**config.mk**
```make
export PLATFORM = sky130hd
export DESIGN_NAME = hte_sqrt
export DESIGN_NICKNAME = d
export VERILOG_FILES = /design/src/rtl/core/hte_pkg.sv /design/src/rtl/core/hte_sqrt.sv
export SDC_FILE = /design/constraint.sdc
export NUM_CORES = 2
export LEC_CHECK = 0
export ABC_CLOCK_PERIOD_IN_PS = 6700
export BUFFER_PORTS_ARGS = -buffer_cell sky130_fd_sc_hd__buf_4
export CAP_MARGIN = 20
export CELL_PAD_IN_SITES_DETAIL_PLACEMENT = 1
export CELL_PAD_IN_SITES_GLOBAL_PLACEMENT = 2
export CORE_ASPECT_RATIO = 0.5
export CORE_UTILIZATION = 49
export DETAILED_ROUTE_END_ITERATION = 10
export GPL_TIMING_DRIVEN = 0
export PLACE_DENSITY = 0.88
export SETUP_SLACK_MARGIN = 0.1
export SYNTH_ARGS = -nofsm -noshare
export SYNTH_HDL_FRONTEND = slang
export SYNTH_SLANG_ARGS = --single-unit
```
**constraint.sdc**
```tcl
create_clock -name clk -period 6.7 [get_ports clk]
set_input_delay 0.335 -clock clk [delete_from_list [all_inputs] [get_ports clk]]
set_output_delay 0.335 -clock clk [all_outputs]
set_load 0.02 [all_outputs]
```
**src/rtl/core/hte_pkg.sv**
```systemverilog
package hte_pkg;

    localparam int COORD_W   = 24;
    localparam int COEF_W    = 48;
    localparam int NUM_COEF  = 8;
    localparam int CFG_IDX_W = 4;

    localparam int PP_N      = 6;
    localparam int PROD_W    = 72;
    localparam int T_W       = 74;
    localparam int NUM_W     = 84;
    localparam int DEN_W     = 75;
    localparam int DIV_W     = 102;
    localparam int Q_W       = 28;
    localparam int DIV_STEPS = 28;

    localparam int DIFF_W    = 30;
    localparam int SQ_IN_W   = 49;
    localparam int SQ_W      = 50;
    localparam int SQ_STEPS  = 25;
    localparam int ROOT_W    = 25;

    localparam logic [COORD_W-1:0] DIST_MAX = 24'hFFFFFF;

    // coefficient register indexes
    localparam logic [2:0] IDX_R0C0 = 3'd0;
    localparam logic [2:0] IDX_R0C1 = 3'd1;
    localparam logic [2:0] IDX_R0C2 = 3'd2;
    localparam logic [2:0] IDX_R1C0 = 3'd3;
    localparam logic [2:0] IDX_R1C1 = 3'd4;
    localparam logic [2:0] IDX_R1C2 = 3'd5;
    localparam logic [2:0] IDX_R2C0 = 3'd6;
    localparam logic [2:0] IDX_R2C1 = 3'd7;

    localparam logic [COEF_W-1:0] COEF_ONE = 48'h0001_0000_0000;

    localparam logic [COEF_W-1:0] COEF_RESET [NUM_COEF] = '{
        COEF_ONE, '0, '0, '0, COEF_ONE, '0, '0, '0
    };

    // coefficient of each partial product; even ones multiply x, odd ones y
    localparam logic [2:0] PP_COEF [PP_N] = '{
        IDX_R0C0, IDX_R0C1, IDX_R1C0, IDX_R1C1, IDX_R2C0, IDX_R2C1
    };

    localparam logic signed [T_W-1:0] T3_ONE = T_W'(1) << 40;

    typedef struct packed {
        logic signed [COORD_W-1:0] dst_x;
        logic signed [COORD_W-1:0] dst_y;
        logic                      neg_u;
        logic                      neg_v;
        logic                      dz;
    } hte_div_side_t;

    typedef struct packed {
        logic dz;
        logic sat;
    } hte_sq_side_t;

endpackage

```
**src/rtl/core/hte_sqrt.sv**
```systemverilog
// Digit-by-digit integer square root, one result bit per stage.
module hte_sqrt (
    input  logic                         clk,
    input  logic                         rst_n,
    input  logic                         en,
    input  logic                         vld_in,
    input  logic [hte_pkg::SQ_IN_W-1:0]  sq_in,
    input  hte_pkg::hte_sq_side_t        side_in,
    output logic                         vld_out,
    output logic [hte_pkg::ROOT_W-1:0]   root,
    output logic [hte_pkg::SQ_IN_W-1:0]  rem,
    output hte_pkg::hte_sq_side_t        side_out
);
    import hte_pkg::*;

    logic [SQ_W-1:0] v_reg    [SQ_STEPS];
    logic [SQ_W-1:0] r_reg    [SQ_STEPS];
    hte_sq_side_t    side_reg [SQ_STEPS];
    logic            vld_reg  [SQ_STEPS];

    for (genvar i = 0; i < SQ_STEPS; i++)
    begin : g_stage
        logic [SQ_W-1:0] v_k;
        logic [SQ_W-1:0] r_k;
        logic [SQ_W-1:0] bit_k;
        logic [SQ_W-1:0] trial;
        hte_sq_side_t    side_k;
        logic            vld_k;
        logic            ge;

        if (i == 0)
        begin : g_first
            assign v_k    = SQ_W'(sq_in);
            assign r_k    = '0;
            assign side_k = side_in;
            assign vld_k  = vld_in;
        end
        else
        begin : g_next
            assign v_k    = v_reg[i-1];
            assign r_k    = r_reg[i-1];
            assign side_k = side_reg[i-1];
            assign vld_k  = vld_reg[i-1];
        end

        assign bit_k = SQ_W'(1) << (2 * (SQ_STEPS - 1 - i));
        assign trial = r_k + bit_k;
        assign ge    = v_k >= trial;

        always_ff @(posedge clk or negedge rst_n)
        begin
            if (!rst_n)
                vld_reg[i] <= 1'b0;
            else if (en)
                vld_reg[i] <= vld_k;
        end

        always_ff @(posedge clk)
        begin
            if (en)
            begin
                v_reg[i]    <= ge ? v_k - trial : v_k;
                r_reg[i]    <= ge ? (r_k >> 1) + bit_k : r_k >> 1;
                side_reg[i] <= side_k;
            end
        end
    end

    // remainder stays below 2*root+1, root below 2^25
    assign root     = r_reg[SQ_STEPS-1][ROOT_W-1:0];
    assign rem      = v_reg[SQ_STEPS-1][SQ_IN_W-1:0];
    assign side_out = side_reg[SQ_STEPS-1];
    assign vld_out  = vld_reg[SQ_STEPS-1];

endmodule

```
==> out/summary.json <==
{
  "worst_skew_pair.late_latency_ns": 0.84,
  "synth_edf_count": 1624,
  "power.density_cell_area_mw_per_mm2": 328.3,
  "maxSlewViolCount": 0,
  "viasPerCell": 5.584,
  "outcome": "completed",
  "grt_pass1_wl_mm": 283.9,
  "via_count_of_the_first_global_routing_pass": 52660,
  "first_pass_iters": 5,
  "postLayoutCellArea_sq_mm": 0.08684,
  "arrival_ns": 5.34,
  "synth-seq-cells": 1649,
  "clock_path_buffers": 4,
  "worstHoldStart": "en",
  "synth_top_area_cell": "sky130_fd_sc_hd__edfxtp_1",
  "finalHoldViolations": 0,
  "filler_cell_count": 15420,
  "fp.dieH_um": 282.9,
  "fin_util_pct": 55.77,
  "largest_register_ffs": 1249,
  "drt_wl_total_mm": 180.9,
  "fin_tns_setup_ns": 0,
  "cts_max_level": 4,
  "ports": 132,
  "slew_headroom_pct": 23.80,
  "worst_hold_path.num_cells": 1,
  "drtAntennaViolNets": 0,
  "timing_worst_slew_pin_value_ns": 1.128,
  "grt_util_all_layers_pct": 22.68,
  "area_growth_pct": 12.32,
  "setup_viol_count_final": 0,
  "rr_endpoint": "v_reg[1][246]",
  "postPlaceCellArea_sq_mm": 0.08116,
  "floorplan.core_area_sq_mm": 0.1557,
  "cts_repair_resize_count": 0,
  "crit-reg2reg-launch": "v_reg[1][177]",
  "finalWeightedCongestion": 0.9593,
  "total_leakage_power_nw": 32.48,
  "fin_skew_ns": 0.06443,
  "effective_utilization_at_floorplan_pct": 49.66,
  "hold_class": "in -> reg",
  "post_synth.cell_area_avg_sq_um": 12.83,
  "top_area_cell_type_share_of_the_netlist_area_pct": 63.07,
  "antenna-diode-count": 0,
  "mappedNetlistArea_sq_mm": 0.07732,
  "post_drt_wl_per_cell_um": 21.07,
  "cells_taking_the_most_area_after_synthesis": "sky130_fd_sc_hd__edfxtp_1, sky130_fd_sc_hd__ha_1, sky130_fd_sc_hd__xor2_1",
  "clock_sinks": 1649,
  "yosysWarningCount": 0,
  "timing.critical_path.from_type": "flop",
  "instances_no_fill": 8583,
  "cts_made_buffers": 160,
  "die_area_sq_mm": 0.1595,
  "cp-end-kind": "flop",
  "post-place-cells": 8247,
  "ys_top_cells_by_count": "sky130_fd_sc_hd__edfxtp_1, sky130_fd_sc_hd__nand2_1, sky130_fd_sc_hd__inv_1",
  "nets": 6789,
  "antenna_found_initial": 0,
  "grt_start_max_net_pins": 203,
  "dp_hpwl_mm": 132.6,
  "ff2ff_setup_slack_ns": 1.90,
  "synth.yosys.seq_area_share_pct": 63.88,
  "ir_drop_mv": 0.2072,
  "drt_iter0_drc": 2319,
  "placementRows": 102,
  "maxCapViolCount": 0,
  "shortest_clock_period_the_worst_path_allows_after_layout_ns": 4.805,
  "report.power.total_mw": 28.51,
  "detailroute.via_count": 47930,
  "timing.critical_path.fanout_max": 9,
  "async_flop_share_pct": 1.516,
  "path_clk_slew_ns": 0.06,
  "io_buffer_count": 130,
  "max_freq_mhz": 208.1,
  "synthMostInstantiatedCell": "sky130_fd_sc_hd__edfxtp_1",
  "rsz0062_at_grt": "false",
  "r2r_cells": 9,
  "hold_path_end": "v_reg[0][345]",
  "drive_gt1_share_pct": 7.473,
  "die_w_um": 563.8,
  "cts_tree": "done",
  "timing.critical_path.required_ns": 7.23,
  "total_gr_overflow": 0,
  "clock_tree.root_cell": "sky130_fd_sc_hd__clkbuf_16",
  "postSynthCellCount": 6024,
  "timing.setup.critical_path_class": "reg -> reg",
  "layout_worst_path_cycle_share_pct": 71.71,
  "yosysUniqueCellTypes": 91,
  "dominantRegCellSynth": "sky130_fd_sc_hd__edfxtp_1",
  "drcViolationCount": 0
}
## layout by cell type, fill, tap and decap left out, types with 273 or more instances in the layout
cell type                     n
sky130_fd_sc_hd__edfxtp_1  1624
sky130_fd_sc_hd__nand2_1    450
sky130_fd_sc_hd__inv_1      428
sky130_fd_sc_hd__nor2_1     362
sky130_fd_sc_hd__ha_1       348
sky130_fd_sc_hd__o21ai_0    319
sky130_fd_sc_hd__a21oi_1    303
sky130_fd_sc_hd__xor2_1     287
sky130_fd_sc_hd__xnor2_1    273
## cells by family after synthesis
kind of cell | share of synthesized area [%]
buffers and inverters | 2.602
AND/OR/NAND/NOR | 11.80
multiplexers | 1.055
XOR/XNOR | 6.344
other | 0.004850
AO/OA/AOI/OAI | 8.680
flip-flops | 63.88
adder cells (fa/ha/maj) | 5.632
## routing by layer
layer | GRT usage, % | wire [um] | vias up
met5 | 0 | 0 | -
met4 | 11.00 | 8844 | 0
met3 | 3.023 | 4702 | 415
met2 | 46.16 | 100900 | 748
met1 | 22.46 | 66450 | 23540
li1 | - | - | 23230
## cell type report
class / count / area [sq um] / share of cell area, %
Multi-Input combinational cell: 3848 / 25920 / 29.85
Buffer: 96 / 390.4 / 0.4495
Inverter: 432 / 1622 / 1.867
Clock buffer: 194 / 4248 / 4.892
Tap cell: 2080 / 2603 / 2.997
Timing Repair Buffer: 199 / 1812 / 2.086
Clock inverter: 85 / 850.8 / 0.9797
Sequential cell: 1649 / 49390 / 56.88
## report_power, final
part	switching [mW]	internal, mW	leakage, nW
clock network	3.90	5.10	2.48
registers	0.943	13.0	15.9
logic	3.26	2.26	14.1
total	8.10	20.4	32.5
## worst max-delay path, stage by stage, from the launching register on
cell,delay [ns]
sky130_fd_sc_hd__edfxtp_1,0.41
sky130_fd_sc_hd__ha_1,0.45
sky130_fd_sc_hd__nor4b_1,0.27
sky130_fd_sc_hd__nand4_1,0.18
sky130_fd_sc_hd__nor4_1,0.69
sky130_fd_sc_hd__a31oi_1,0.35
sky130_fd_sc_hd__o21ai_1,0.87
sky130_fd_sc_hd__clkinv_1,0.68
sky130_fd_sc_hd__nor4b_1,0.51
sky130_fd_sc_hd__xor2_1,0.11
## stage by stage
step	setup WS, ns	hold WS [ns]
6_report	1.895	0.06419
5_1_grt	1.797	0.06944
4_1_cts	1.898	0.05032
3_5_place_dp	1.915	0.2502
3_3_place_gp	-8.552	0.2380
2_1_floorplan	3.284	0.03941
## timing repair
action                                 4_1_cts  5_1_grt
setup buffers                                0        0
hold buffers                                54        0
endpoints found under the hold margin       77        0
## worst max path at each step
stage,start,to,slack (ns),depth (start not counted)
after floorplan,v_reg[2][307],v_reg[2][381],3.28,12
after global placement,en,r_reg[6][4],-8.55,1
after detailed placement,v_reg[1][320],v_reg[1][387],1.91,12
after CTS,v_reg[1][320],v_reg[1][387],1.90,12
after global routing,v_reg[2][307],v_reg[2][381],1.80,12
final,v_reg[1][177],v_reg[1][246],1.90,9
Power figures use the tool's default switching activity.
